## src/rtl/thbf_pkg.sv

```systemverilog
// ----------------------------------------------------------------------------
// thbf_pkg: shared types and constants for the two-hash Bloom filter
// Request and response payloads, hash seeds and fixed widths.
// ----------------------------------------------------------------------------
`timescale 1ns / 1ps

package thbf_pkg;

   // Fixed widths
   localparam int HASH_W     = 32;
   localparam int WORD_BITS  = 32;
   localparam int BIT_W      = 5;                  // bit index inside a word
   localparam int DIVIDEND_W = HASH_W - BIT_W;     // word part of a hash
   localparam int WORDS_W    = 11;                 // size register width
   localparam int STEP_W     = 5;                  // divider step counter
   localparam int BYTE_W     = 8;

   // Hash seeds
   localparam logic [HASH_W-1:0] DJB2_SEED = 32'd5381;
   localparam logic [HASH_W-1:0] SDBM_SEED = 32'd0;

   // Request kinds
   localparam logic KIND_INSERT = 1'b0;
   localparam logic KIND_QUERY  = 1'b1;

   typedef struct packed {
      logic              kind;
      logic [BYTE_W-1:0] key_byte;
      logic              key_last;
   } req_payload_type;

   typedef struct packed {
      logic was_query;
      logic maybe_present;
   } rsp_payload_type;

   // Status from the shared modulo unit
   typedef struct packed {
      logic               done;
      logic [WORDS_W-1:0] rem;
   } mod_status_type;

endpackage

```

## src/rtl/thbf_mod_unit.sv

```systemverilog
// ----------------------------------------------------------------------------
// thbf_mod_unit: iterative modulo unit
// Restoring radix-2 remainder of the word part of a hash by the word count,
// one dividend bit per cycle.
// ----------------------------------------------------------------------------
`timescale 1ns / 1ps

module thbf_mod_unit (
   input  logic                                clock,
   input  logic                                reset,
   input  logic                                start,
   input  logic [thbf_pkg::DIVIDEND_W-1:0]     dividend,
   input  logic [thbf_pkg::WORDS_W-1:0]        divisor,
   output thbf_pkg::mod_status_type            status
);

   import thbf_pkg::*;

   logic [DIVIDEND_W-1:0] dividend_ff, dividend_in;
   logic [WORDS_W-1:0]    divisor_ff, divisor_in;
   logic [WORDS_W-1:0]    rem_ff, rem_in;
   logic [STEP_W-1:0]     step_ff, step_in;
   logic                  busy_ff, busy_in;
   logic                  done_ff, done_in;
   logic [WORDS_W:0]      trial;

   // One shift-and-subtract step
   always_comb begin
      trial       = {rem_ff, dividend_ff[DIVIDEND_W-1]};
      dividend_in = dividend_ff;
      divisor_in  = divisor_ff;
      rem_in      = rem_ff;
      step_in     = step_ff;
      busy_in     = busy_ff;
      done_in     = 1'b0;
      if (start) begin
         dividend_in = dividend;
         divisor_in  = divisor;
         rem_in      = '0;
         step_in     = STEP_W'(DIVIDEND_W - 1);
         busy_in     = 1'b1;
      end else if (busy_ff) begin
         dividend_in = {dividend_ff[DIVIDEND_W-2:0], 1'b0};
         if (trial >= {1'b0, divisor_ff}) begin
            rem_in = WORDS_W'(trial - {1'b0, divisor_ff});
         end else begin
            rem_in = WORDS_W'(trial);
         end
         if (step_ff == '0) begin
            busy_in = 1'b0;
            done_in = 1'b1;
         end else begin
            step_in = step_ff - 1'b1;
         end
      end
   end

   always_ff @(posedge clock) begin
      if (reset) begin
         busy_ff <= 1'b0;
         done_ff <= 1'b0;
      end else begin
         busy_ff <= busy_in;
         done_ff <= done_in;
      end
      dividend_ff <= dividend_in;
      divisor_ff  <= divisor_in;
      rem_ff      <= rem_in;
      step_ff     <= step_in;
   end

   assign status.done = done_ff;
   assign status.rem  = rem_ff;

endmodule

```

## config.mk

```make
export PLATFORM = sky130hd
export DESIGN_NAME = thbf_mod_unit
export DESIGN_NICKNAME = d
export VERILOG_FILES = /design/src/rtl/thbf_pkg.sv /design/src/rtl/thbf_mod_unit.sv
export SDC_FILE = /design/constraint.sdc
export NUM_CORES = 1
export LEC_CHECK = 0
export BUFFER_PORTS_ARGS = -buffer_cell sky130_fd_sc_hd__buf_2
export CORE_ASPECT_RATIO = 0.7
export CORE_MARGIN = 3
export CORE_UTILIZATION = 25
export DETAILED_ROUTE_END_ITERATION = 16
export PLACE_DENSITY_LB_ADDON = 0.2
export SETUP_SLACK_MARGIN = 0.3
export SLEW_MARGIN = 20
export SYNTH_ARGS = -nofsm -noshare
export SYNTH_HDL_FRONTEND = slang
export SYNTH_SLANG_ARGS = --single-unit
```

## constraint.sdc

```tcl
create_clock -name clock -period 2.95 [get_ports clock]
set_input_delay 0.4425 -clock clock [delete_from_list [all_inputs] [get_ports clock]]
set_output_delay 0.4425 -clock clock [all_outputs]
set_load 0.05 [all_outputs]
```

Word level (Yosys, flattened, before mapping). Index checks and enable logic that the tools add are counted.

Add/subtract/negate cells: 2. $lt $le $gt $ge: 1. Multiplexer cells: 7. Bitwise logic cells: 2. Reductions and logical operators: 4.

Operator list (number): 27-bit 2-to-1 mux (2); 12-bit by 11-bit greater-or-equal comparator with 1-bit output (1); 11-bit 2-to-1 mux (1); 11-bit subtractor (1); 5-bit zero test (1); 5-bit by 1-bit subtractor with 5-bit output, second input constant (1); 1-bit 2-to-1 mux (4); 3-bit OR reduction (1); 1-bit NOT (2); 2-bit AND reduction (1); 2-bit nonzero test (1).

Register bits: 56. Output and inout port bits: 12. Logic and storage cells: 22.

Depth between registers and ports, before layout. Gate-level depths: netlist (run 1).

Depth after elaboration: 4. Gate-level depth with buffers: 10.

Worst setup path after synthesis (run 1). Ideal clock, no wire load.

Path kind: register -> register. Start: reg rem_ff[8]. End: reg rem_ff[0]. Library setup time: 86 ps. Data arrival time: 2519 ps. Data required time: 2864 ps. Path slack: 346 ps. Stages on the path, launching flop included: 8. Buffers on the path: 0. Period minus slack after synthesis: 2604 ps. Path through: dfxtp_1 ha_1 a21o_1 a211o_1 a211o_1 nor2_1 mux2_2 a211oi_1.

Cells in the longest elaborated chain, start to end: 2.

Ends and longest elaborated chain: start: declaration (line thbf_mod_unit.sv:21) `logic [WORDS_W-1:0] rem_ff, rem_in;`; start signal: assignment (line thbf_mod_unit.sv:68) `rem_ff <= rem_in;`; 12-bit by 11-bit greater-or-equal comparator with 1-bit output (line thbf_mod_unit.sv:44) `if (trial >= {1'b0, divisor_ff}) begin`; 11-bit 2-to-1 mux (line thbf_mod_unit.sv:44).

Every way passes these cells. A chain may end at the register's enable or synchronous reset.

Worst setup path after layout (run 1).
Start: reg dividend_ff[26]. End: reg rem_ff[6].

Cells in the longest elaborated chain, start to end: 2.

Ends and longest elaborated chain: start: declaration (line thbf_mod_unit.sv:19) `logic [DIVIDEND_W-1:0] dividend_ff, dividend_in;`; start signal: assignment (line thbf_mod_unit.sv:66) `dividend_ff <= dividend_in;`; 11-bit subtractor or 12-bit by 11-bit greater-or-equal comparator with 1-bit output (tied branches) (line thbf_mod_unit.sv:45, thbf_mod_unit.sv:44); 11-bit 2-to-1 mux (*) (line thbf_mod_unit.sv:44).

Every way passes the cells marked *; elsewhere a longest branch is shown, timed or not.

==> impl.org, run 1 <==
** Placement
- The congestion estimate from routability-driven global placement came to 0.788.
- The number of placed instances, taps included, is 438.
- Port-buffer cells :: 52
- Post-DP HPWL :: 4570 um
- Placed cell area :: 3260 um^2

** Floorplan
- The die covers 12,700 um^2.
- Core area :: 10,700 um^2
- In this run the horizontal extent of the chip is 133 um.
- Initial cell density of the core :: 26.5%
- In this run the core area contains 31 standard-cell rows.
- Pin placement for this block handled 53 I/O pins.
- Die outline height :: 95.2 um

** Global route
- Summed over all layers, the global routing overflow is 0.
- The first global-routing pass estimated 10,400 um of wire.
- Maximum number of pins on one net before global-route repair :: 44
- Total routing resource utilization after global routing :: 10.5%
- The number of global-route vias before repair is 1,965.
- Number of antenna violations at the first check in global routing :: 0

** Yosys
- Number of synthesized flops with an enable pin :: 38
- Synth Instances :: 245
- The netlist uses 48 different library cells.
- Register bit total from synthesis :: 56
- Proportion of synthesized chip area in sequential cells :: 52.9%
- Top flip-flop cell by instance count after synthesis :: sky130_fd_sc_hd__edfxtp_1
- Counting flops with an async set or reset pin after synthesis yields a share of 0%.
- Summing every instance area after synthesis gives 2840 um^2.
- Syn avg cell area :: 11.6 um^2
- Net count of the mapped netlist :: 299
- For this run, the number of Yosys warnings is 0.

** Timing
- Setup repair after global routing left no endpoint under its margin.
- TNS Setup :: 0 ns
- At the pin with the least slew margin, the transition time is 0.577 ns.
- The number of pins exceeding their max-slew limit in the final report is 0.
- Based on the critical path, the design can be clocked at up to 403 MHz.
- Measured against its own limit, the worst slew margin works out to 61.5%.
- Final setup viols :: 0
- Of the available clock period, the critical path in the final layout requires 84.1%.
- Across the routed clock network, the largest skew measured is 0.00867 ns.
- Hold violation count in the final report :: 0
- Hold slack :: 0.308 ns
- The smallest clock period supported by the final layout is computed as 2.48 ns.

** Route
- Iteration-0 DRC count of the detailed router :: 99
- DR pass1 iterations :: 4
- Vias post-DR :: 1,974
- Mean number of vias per cell :: 4.43
- Final routed wire length divided by cell count :: 14.2 um
- Once detail routing completed, the nets flagged for antenna violations numbered 0.
- Remaining design rule violation count :: 0
- Total wire length after detailed routing :: 6350 um

** Clock network
- Count of clock tree sinks :: 56
- TritonCTS built the clock tree.
- The H-tree was split into 2 levels.
- Skew-Pair Late Insertion Delay :: 0.30 ns
- Root cell of the clock tree :: sky130_fd_sc_hd__clkbuf_16
- Number of buffers created by CTS :: 5
- CTS Hold Buffers Added :: 0
- Clock Tree Buf Depth :: 2
- Clock-pin slew was measured on the worst setup and hold paths at 0.07 ns.

** Power
- Power spread over the standard cell area amounts to 603 nW/um^2.
- Overall power of the completed layout :: 2070 uW
- Net switching power :: 566 uW
- Switching portion of total power :: 27.4%
- In this run, the clock network consumes 32.8% of the power.
- The internal portion of the total power is 1500 uW.
- Per report_power, the sequential group accounts for 46.2% of the total.
- In this run the static leakage power is 0.00145 uW.
- Maximum vdd drop :: 0.000232 V
- Comb pwr share :: 21.0%

** Critical path
- Crit-path cells :: inv_1, ha_1, fa_1, nand2b_1, a21oi_2, o2111a_2, nor2_2, or3b_1, a311oi_1
- For this run, the slowest stage of the critical path takes 0.41 ns.
- CP startpoint kind :: register
- Worst EP required :: 3.16 ns
- Data arrives at the worst endpoint at 2.69 ns.
- Endpoint kind of the worst setup timing path :: register
- Crit Path Class :: register to register
- Slowest library cell on the worst path :: sky130_fd_sc_hd__fa_1
- In this run the worst path has a maximum fanout of 5.

** Final layout
- Non-filler instance count after layout :: 446
- Filler Cell Count :: 1,131
- After routing the design area is 3430 um^2.
- Fraction of layout instances using a drive strength above 1 :: 32.2%
- Net count of the finished layout :: 351
- Area growth from synthesis to layout :: 20.7%
- Count of antenna diodes in the layout :: 0

** Worst hold path
- Min-delay worst type :: primary input to register

** Outcome
- The flow ran to the end, and the final reports show no timing, DRC or antenna violations.

** Job
- The tool flagged a number of max-cap violations equal to 0.
-- metal layers --
layer / wire length (um) / GRT usage [%] / part of all wire [%]
met5: 0 / 0 / 0
met4: 105 / 3.60 / 1.7
met3: 230 / 2.74 / 3.6
met2: 2660 / 15.4 / 42
met1: 3360 / 14.9 / 53
-- cells in the final DEF (no fill, tap or decap), drive strengths merged, types with 4 or more instances in the layout --
| cell | count |
|---|---|
| mux2i | 7 |
| nand2 | 17 |
| xnor2 | 4 |
| edfxtp | 38 |
| buf | 55 |
| ha | 12 |
| nor3 | 4 |
| clkbuf | 6 |
| a21o | 4 |
| o21ai | 9 |
| dfxtp | 18 |
| inv | 17 |
| a21oi | 7 |
| nor2 | 25 |
| mux2 | 27 |
-- state kept, by name, indices dropped and copies added (netlist names) --
register and flops:
dividend_ff 27, rem_ff 11, done_ff 1, step_ff 5
busy_ff 1, divisor_ff 11
-- path summary, 6_finish.rpt --
kind | start | slack, ns | cells after the start | endpoint
hold reg to reg | step_ff[4] | 0.44 | 2 | step_ff[4]
hold / removal | reset | 0.31 | 2 | busy_ff
setup reg to reg | dividend_ff[26] | 0.47 | 9 | rem_ff[6]
setup / recovery | dividend_ff[26] | 0.47 | 9 | rem_ff[6]
-- power by group through the flow --
| stage | clock (uW) | sequential, uW | combinational (uW) |
|---|---|---|---|
| 3_3_place_gp | 0 | 972 | 432 |
| 4_1_cts | 707 | 956 | 437 |
| 3_5_place_dp | 0 | 972 | 432 |
| 2_1_floorplan | 0 | 1010 | 277 |
| 6_report | 677 | 955 | 435 |
| 5_1_grt | 729 | 965 | 483 |
-- kinds of logic after synthesis --
kind of cell / after synthesis / synth area share (%)
buffers and inverters: 27 / 4.01
AOI/OAI and AO/OA: 41 / 10.1
and+or+nand+nor: 68 / 11.9
muxes: 34 / 13.2
xor gates and xnor gates: 6 / 1.85
adders and majority gates: 13 / 5.99
DFF: 56 / 52.9
-- worst max-delay path, delay by kind of cell (launching register included) --
family          cells  cell delay, ns
compound gates      3            0.72
simple gates        3            0.66
buf+inv             1            0.05
flops               1            0.32
fa+ha+maj           2            0.63
-- repair_timing --
item,CTS,global route
setup endpoints to repair,1,3
setup buffers,0,0
endpoints found under the hold margin,0,0
gates resized for setup,1,2
-- per-stage QoR --
step,util [%],setup WS (ns)
after floorplan,-,0.346
after global placement,30.4,0.390
after detailed placement,30.4,0.312
after CTS,32.0,0.384
after global routing,32.0,0.318
final,32.0,0.468
-- layout make-up --
| cell class | count | area (um^2) | area share (%) |
|---|---|---|---|
| Timing Repair Buffer | 55 | 283 | 8.25 |
| Clock buffer | 6 | 129 | 3.76 |
| Inverter | 17 | 63.8 | 1.86 |
| Multi-Input combinational cell | 162 | 1230 | 35.9 |
| Clock inverter | 2 | 35.0 | 1.02 |
| Tap cell | 148 | 185 | 5.40 |
| Sequential cell | 56 | 1500 | 43.8 |
-- synth_stat cells, types with 4 or more instances --
cell	count	area share, %
sky130_fd_sc_hd__nor3_1	4	0.71
sky130_fd_sc_hd__edfxtp_1	38	40
sky130_fd_sc_hd__inv_1	17	2.2
sky130_fd_sc_hd__ha_1	12	5.3
sky130_fd_sc_hd__nor2_1	25	3.3
sky130_fd_sc_hd__a21o_1	4	1.1
sky130_fd_sc_hd__xnor2_1	4	1.2
sky130_fd_sc_hd__dfxtp_1	18	13
sky130_fd_sc_hd__mux2_2	27	11
sky130_fd_sc_hd__clkbuf_1	7	0.93
sky130_fd_sc_hd__mux2i_1	7	2.5
sky130_fd_sc_hd__a21oi_1	6	1.1
sky130_fd_sc_hd__nand2_1	17	2.2
sky130_fd_sc_hd__o21ai_0	6	1.1
(Power assumes the default switching activity.)
==> run 2: changes to the inputs <==
==> constraint.sdc (replaced) <==
create_clock -name clock -period 2.1 [get_ports clock]
set_input_delay 0.315 -clock clock [delete_from_list [all_inputs] [get_ports clock]]
set_output_delay 0.315 -clock clock [all_outputs]
set_load 0.05 [all_outputs]
==> impl.org, run 2 (synthesis gave the netlist of run 1 again) <==
** Timing
- Final worst path period share :: 108%
- Largest clock skew in the final design :: 0.00581 ns
- After routing, the total negative slack on setup checks comes to -1.00 ns.
- Setup repair after global routing could not meet its margin everywhere.
- For this run, the top clock speed supported by timing is 441 MHz.
- In the post-route analysis, the smallest setup slack over all paths is -0.166 ns.
- At the pin with the least slew margin, the transition time is 0.477 ns.
- Final setup viols :: 10
- Headroom to the max-slew limit came out at 68.1%.
- Final period demand of the worst path :: 2.27 ns
- Max Transition Viols Final :: 0
- The final hold violation count came to 0.

** Placement
- Post-DP HPWL :: 5110 um
- In this run the tool buffered the top-level ports with 52 buffer cells.
- Counting tap cells, the placed design contains a total of 471 instances.
- Global placer's final weighted congestion :: 0.846

** Outcome
- The flow ran to the end, but the final reports show violations.
- Violations in the final reports :: setup timing

** Worst hold path
- Along the worst hold path, the cell count comes to 2.
- Min-delay worst type :: primary input to register
- The path with the worst hold slack has its endpoint at busy_ff.
- In this run the most critical hold path is launched from reset.

** Critical path
- STA puts the critical path data required time at 2.26 ns.
- The worst register-to-register path has a depth of 10.
- Worst reg2reg startpoint :: dividend_ff[26]
- Endpoint kind of the worst setup timing path :: register
- STA classifies the critical path startpoint as a register.
- Worst path arrival time :: 2.43 ns
- Terminus of the critical flop-to-flop path :: rem_ff[9]
- Slack of the worst reg-to-reg path :: -0.17 ns
- Of all nets on the critical path, the largest fanout is 4.
- The critical path is of the register to register type.

** Final layout
- The post-route netlist has 47.6% of its cells at a drive strength greater than 1.
- The filler cells instantiated in the layout total 1,098.
- From synthesis to final layout, the design area changed by 35.4%.
- Commonest cells after routing, fill and taps aside :: sky130_fd_sc_hd__buf_2 (52), sky130_fd_sc_hd__edfxtp_1 (38), sky130_fd_sc_hd__buf_4 (37)
- Largest register FFs :: 27
- The finished layout holds 486 standard cells, fillers aside.
- Counting flops per register, the top entry is dividend_ff.
- The multi-input combinational cells in the finished layout cover a total of 1300 um^2.
- Net count of the finished layout :: 391
- The repair_antennas step left the layout with diodes totalling 0.
- Leaving out fill and tap cells, the most frequent cell in the layout is sky130_fd_sc_hd__buf_2.
- Across the whole layout, storage elements account for 1530 um^2.
- The largest registers in the layout are dividend_ff: 27 flops, divisor_ff: 11 flops, rem_ff: 11 flops.

** Route
- For this run, design rule violations remaining after detail routing come to 0.
- Vias post-DR :: 2,118
- For this block, the routed nets add up to 6710 um of wire.
- DR pass1 iterations :: 4
- In this run the remaining antenna-violating nets after routing total 0.
- Mean number of vias per cell :: 4.36
- Iteration-0 DRC count of the detailed router :: 84
- Final routed wire length divided by cell count :: 13.8 um

** Global route
- The number of global-route vias before repair was 2,079.
- Global routing used 10.8% of the available tracks across all layers.
- Entering global routing, the biggest net connects 28 pins.
- The initial antenna violation count came to 0.
- Wire length of the first global-routing pass :: 10,500 um
- Global routing finished with a remaining overflow of 0.

** Clock network
- Root cell of the clock tree :: sky130_fd_sc_hd__clkbuf_16
- Clock tree synthesis inserted a total of 5 buffers.
- Post-CTS clock slew at the launch and capture registers of the worst setup and hold paths :: 0.07 ns
- Clock Tree Buf Depth :: 2
- TritonCTS built the clock tree.
- Skew-Pair Late Insertion Delay :: 0.29 ns
- Counting every sink on the clock net gives 56.
- CTS H-tree lvls :: 2

** Job
- Maxcap violations :: 0

** Floorplan
- Row Count :: 31
- Die Area :: 12,700 um^2
- The total area inside the core boundary comes to 10,700 um^2.
- The initial utilization of the core area, before any placement, comes to 26.5%.
- Pin placement for this block handled 53 I/O pins.
- Width of the die :: 133 um
- Die outline height :: 95.2 um

** Power
- IR analysis of the VDD net gives a maximum drop of 0.000333 V.
- After layout, the design draws a total of 2990 uW.
- Power density of the placed cells :: 777 nW/um^2
- Leakage dissipation :: 0.00167 uW
## run 2: cell count changes in the layout (fill, tap and decap cells not counted), sizes merged
cell / change
buf: +40
bufinv: -1
inv: +1
clkinv: -1
clkinvlp: +1
## run 2: how the worst max path moves through the flow
stage	start	endpoint	cells after the start
after floorplan	rem_ff[8]	rem_ff[5]	8
after CTS	dividend_ff[26]	rem_ff[6]	9
after global routing	divisor_ff[9]	rem_ff[9]	10
after detailed placement	divisor_ff[9]	rem_ff[0]	9
after global placement	divisor_ff[9]	rem_ff[0]	9
final	dividend_ff[26]	rem_ff[9]	10
## run 2: cell type report
cell class	instances	share of cell area (%)
clock buffer	6	3.35
tap	148	4.82
timing repair buffer	95	16.2
multi-input combinational	162	33.9
sequential	56	39.7
clock inverter	2	0.423
inverter	17	1.66
## run 2: report_power, final
| group | switching [uW] | internal (uW) | total [uW] |
|---|---|---|---|
| registers | 40.4 | 1290 | 1340 |
| clock network | 390 | 448 | 838 |
| logic | 419 | 394 | 814 |
## run 2: routing by layer
layer  GRT usage (%)  vias to the layer above  part of all wire [%]
met1            14.9                      984                    49
met3            2.48                        7                   5.9
met4            3.68                        0                  0.91
met5               0                        -                     0
li1                -                     1085                     -
met2            16.6                       42                    44
## run 2: worst max-delay path, cell delays in order, from the launching register on
cell,delay [ns]
sky130_fd_sc_hd__edfxtp_1,0.34
sky130_fd_sc_hd__inv_2,0.04
sky130_fd_sc_hd__ha_2,0.19
sky130_fd_sc_hd__fa_2,0.34
sky130_fd_sc_hd__nand2b_4,0.15
sky130_fd_sc_hd__a21oi_2,0.14
sky130_fd_sc_hd__o2111a_2,0.25
sky130_fd_sc_hd__nor2_4,0.07
sky130_fd_sc_hd__nor4b_1,0.39
sky130_fd_sc_hd__buf_4,0.18
sky130_fd_sc_hd__a2111oi_2,0.03
## run 2: through the flow
| stage | hold WS, ns | area, um^2 | utilization (%) | setup WS, ns |
|---|---|---|---|---|
| 2_1_floorplan | 0.384 | 2900 | - | -0.0870 |
| 3_3_place_gp | 0.429 | 3590 | 33.5 | -0.206 |
| 3_5_place_dp | 0.443 | 3590 | 33.5 | -0.272 |
| 4_1_cts | 0.178 | 3820 | 35.6 | -0.180 |
| 5_1_grt | 0.177 | 3840 | 35.9 | -0.288 |
| 6_report | 0.188 | 3840 | 35.9 | -0.166 |
## run 2: timing repair
item,in CTS,in global routing
gates resized for setup,9,7
gates cloned,0,0
pin swaps,11,2
endpoints found under the setup margin,11,11
hold buffers,0,0
buffers inserted,7,0
==> run 3: changes to the inputs <==
--- a/config.mk
+++ b/config.mk
@@ -6,6 +6,8 @@
 export NUM_CORES = 1
 export LEC_CHECK = 0
 export BUFFER_PORTS_ARGS = -buffer_cell sky130_fd_sc_hd__buf_2
+export CELL_PAD_IN_SITES_DETAIL_PLACEMENT = 1
+export CELL_PAD_IN_SITES_GLOBAL_PLACEMENT = 1
 export CORE_ASPECT_RATIO = 0.7
 export CORE_MARGIN = 3
 export CORE_UTILIZATION = 25
==> impl.org, run 3 (synthesis gave the netlist of run 1 again) <==
** Outcome
- The run finished, with violations left.
- Violations in the final reports :: setup timing

** Global route
- Wire length of the first global-routing pass :: 11,600 um
- Overall overflow remaining after global route :: 0
- Vias in the first global route :: 2,249
- Entering global routing, the biggest net connects 28 pins.
- The initial antenna violation count was 0.
- Global routing used 11.8% of the available tracks across all layers.

** Critical path
- The worst setup path is of the register to register kind.
- Cell depth of the worst flop-to-flop path :: 9
- At the worst endpoint, the required time is 2.29 ns.
- Worst path arrival time :: 2.53 ns
- Maximum fanout encountered on the critical timing path :: 5
- The worst setup path is captured at a register.
- CP startpoint kind :: register

** Final layout
- The net count of the finished layout is 395.
- The register with the most flip-flops in the layout has 27 of them.
- 0 antenna diodes ended up in the layout.
- Most frequent standard cell in the layout excluding fill and tap cells :: sky130_fd_sc_hd__buf_2
- The library cells used most frequently in the layout, excluding fill and tap cells, are sky130_fd_sc_hd__buf_2 (52), sky130_fd_sc_hd__buf_4 (41), sky130_fd_sc_hd__edfxtp_1 (38).
- Leaving out filler cells and counting taps, the final layout contains 490.
- From synthesis to final layout, the design area changed by 38.4%.
- In the final layout, the share of cells above drive strength 1 is 48.5%.
- Largest register by flop count :: dividend_ff
- Biggest registers after layout :: dividend_ff: 27 flops, divisor_ff: 11 flops, rem_ff: 11 flops

** Clock network
- The H-tree was split into 2 levels.
- Clock-pin slew was measured on the worst setup and hold paths at 0.07 ns.
- The clock reaches the later pin of the worst-skew pair after 0.29 ns.
- TritonCTS built the clock tree.
- CTS Hold Buffers Added :: 0
- The clock net in this run drives a total of 56 sinks.
- Root cell of the clock tree :: sky130_fd_sc_hd__clkbuf_16
- Clock tree synthesis inserted a total of 5 buffers.
- The clock passes through at most 2 buffers.

** Placement
- Input and output buffers added on the ports amount to 52.
- Post-DP HPWL :: 5490 um
- Including well taps, the total number of placed cells is 472.
- Global placer's final weighted congestion :: 0.773

** Timing
- PnR worst setup slack :: -0.245 ns
- For the final database, setup skew stands at 0.00891 ns.
- Hold slack :: 0.189 ns
- Unrepaired setup endpoints after global routing :: true
- Final period demand of the worst path :: 2.34 ns
- TNS Setup :: -2.06 ns
- Achievable Freq :: 426 MHz
- For the pin with the worst max-slew slack, the measured transition is 0.424 ns.
- Tightest slew margin relative to the limit :: 71.5%
- The final hold violation count was 0.
- The worst path uses 112% of the clock period.
- Max Transition Viols Final :: 0
- Final setup viols :: 11

** Route
- Vias post-DR :: 2,153
- After detailed routing, the wire length on met1 is 3900 um.
- Mean number of vias per cell :: 4.39
- Remaining design rule violation count :: 0
- The highest metal layer carrying signal wires in the routed design is met4.
- Final routed wire length divided by cell count :: 14.9 um
- Iteration-0 DRC count of the detailed router :: 107
- Once detail routing completed, the nets flagged for antenna violations numbered 0.
- Met2 wire length :: 3190 um
- Total wire length after detailed routing :: 7310 um
- DR pass1 iterations :: 4
- Met3 wire length :: 188 um

** Power
- Power density of the placed cells :: 804 nW/um^2
- In this run the static leakage power is 0.00171 uW.
- Maximum vdd drop :: 0.000351 V

** Floorplan
- The floorplan step defined a die boundary enclosing 12,700 um^2.
- Row generation in the floorplan step produced 31 rows.
- Initial cell density of the core :: 26.5%
- Width of the die :: 133 um
- 53 I/O pins were placed.
- Die outline height :: 95.2 um
- After floorplanning, the core was sized to cover 10,700 um^2.

** Worst hold path
- The worst hold path was traced through 2 stages.
- Min-delay worst type :: primary input to register

** Job
- Maxcap violations :: 0
[run 3: cell types whose count changed in the layout (fill, tap and decap cells not counted), sizes merged]
cell	change
buf	+4
inv	-1
clkinvlp	-1
bufinv	+1
clkinv	+1
[run 3: repair_timing]
item / 4_1_cts / 5_1_grt
gates resized for setup: 8 / 10
hold endpoints to repair: 0 / 0
setup buffers: 7 / 3
pin swaps: 12 / 10
endpoints found under the setup margin: 11 / 11
[run 3: worst paths after layout]
kind	slack [ns]	startpoint	end
worst max register to register	-0.24	divisor_ff[0]	rem_ff[6]
worst min-delay path	0.19	reset	busy_ff
worst min register to register	0.46	step_ff[4]	step_ff[4]
worst max-delay path	-0.24	divisor_ff[0]	rem_ff[6]
[run 3: layout make-up]
cell class,instances,area [um^2]
Multi-Input combinational cell,162,1320
Tap cell,148,185
Clock inverter,2,38.8
Inverter,17,63.8
Clock buffer,6,139
Timing Repair Buffer,99,662
Sequential cell,56,1530
Fill cell,1226,6780
[run 3: worst max-delay path, stage by stage, from the launching register on]
cell                       delay (ns)
sky130_fd_sc_hd__edfxtp_1        0.41
sky130_fd_sc_hd__ha_4            0.18
sky130_fd_sc_hd__fa_2            0.34
sky130_fd_sc_hd__nand2b_4        0.16
sky130_fd_sc_hd__a21oi_4         0.12
sky130_fd_sc_hd__o2111a_2        0.23
sky130_fd_sc_hd__buf_4           0.13
sky130_fd_sc_hd__nor2_4          0.05
sky130_fd_sc_hd__or3b_1          0.36
sky130_fd_sc_hd__a311oi_1        0.26
[run 3: through the flow]
step                      power [uW]  util (%)  worst slack, ns  cell area, um^2
final                           3160      36.7           -0.245             3930
after global routing            3340      36.7           -0.335             3930
after CTS                       3180      36.1           -0.267             3860
after detailed placement        2120      33.6           -0.313             3600
after global placement          2110      33.6           -0.237             3600
after floorplan                 1830         -          -0.0870             2900
[run 3: routing by layer]
layer  up-vias  global-route usage (%)
li1       1080                       -
met2        24                    18.1
met5         -                       0
met3         2                    2.80
met1      1047                    17.0
met4         0                    2.31
[run 3: where the power goes]
part	switching [uW]	leakage [uW]	internal (uW)
registers	42.3	0.000533	1290
clock network	383	0.0000871	598
logic	432	0.00109	408
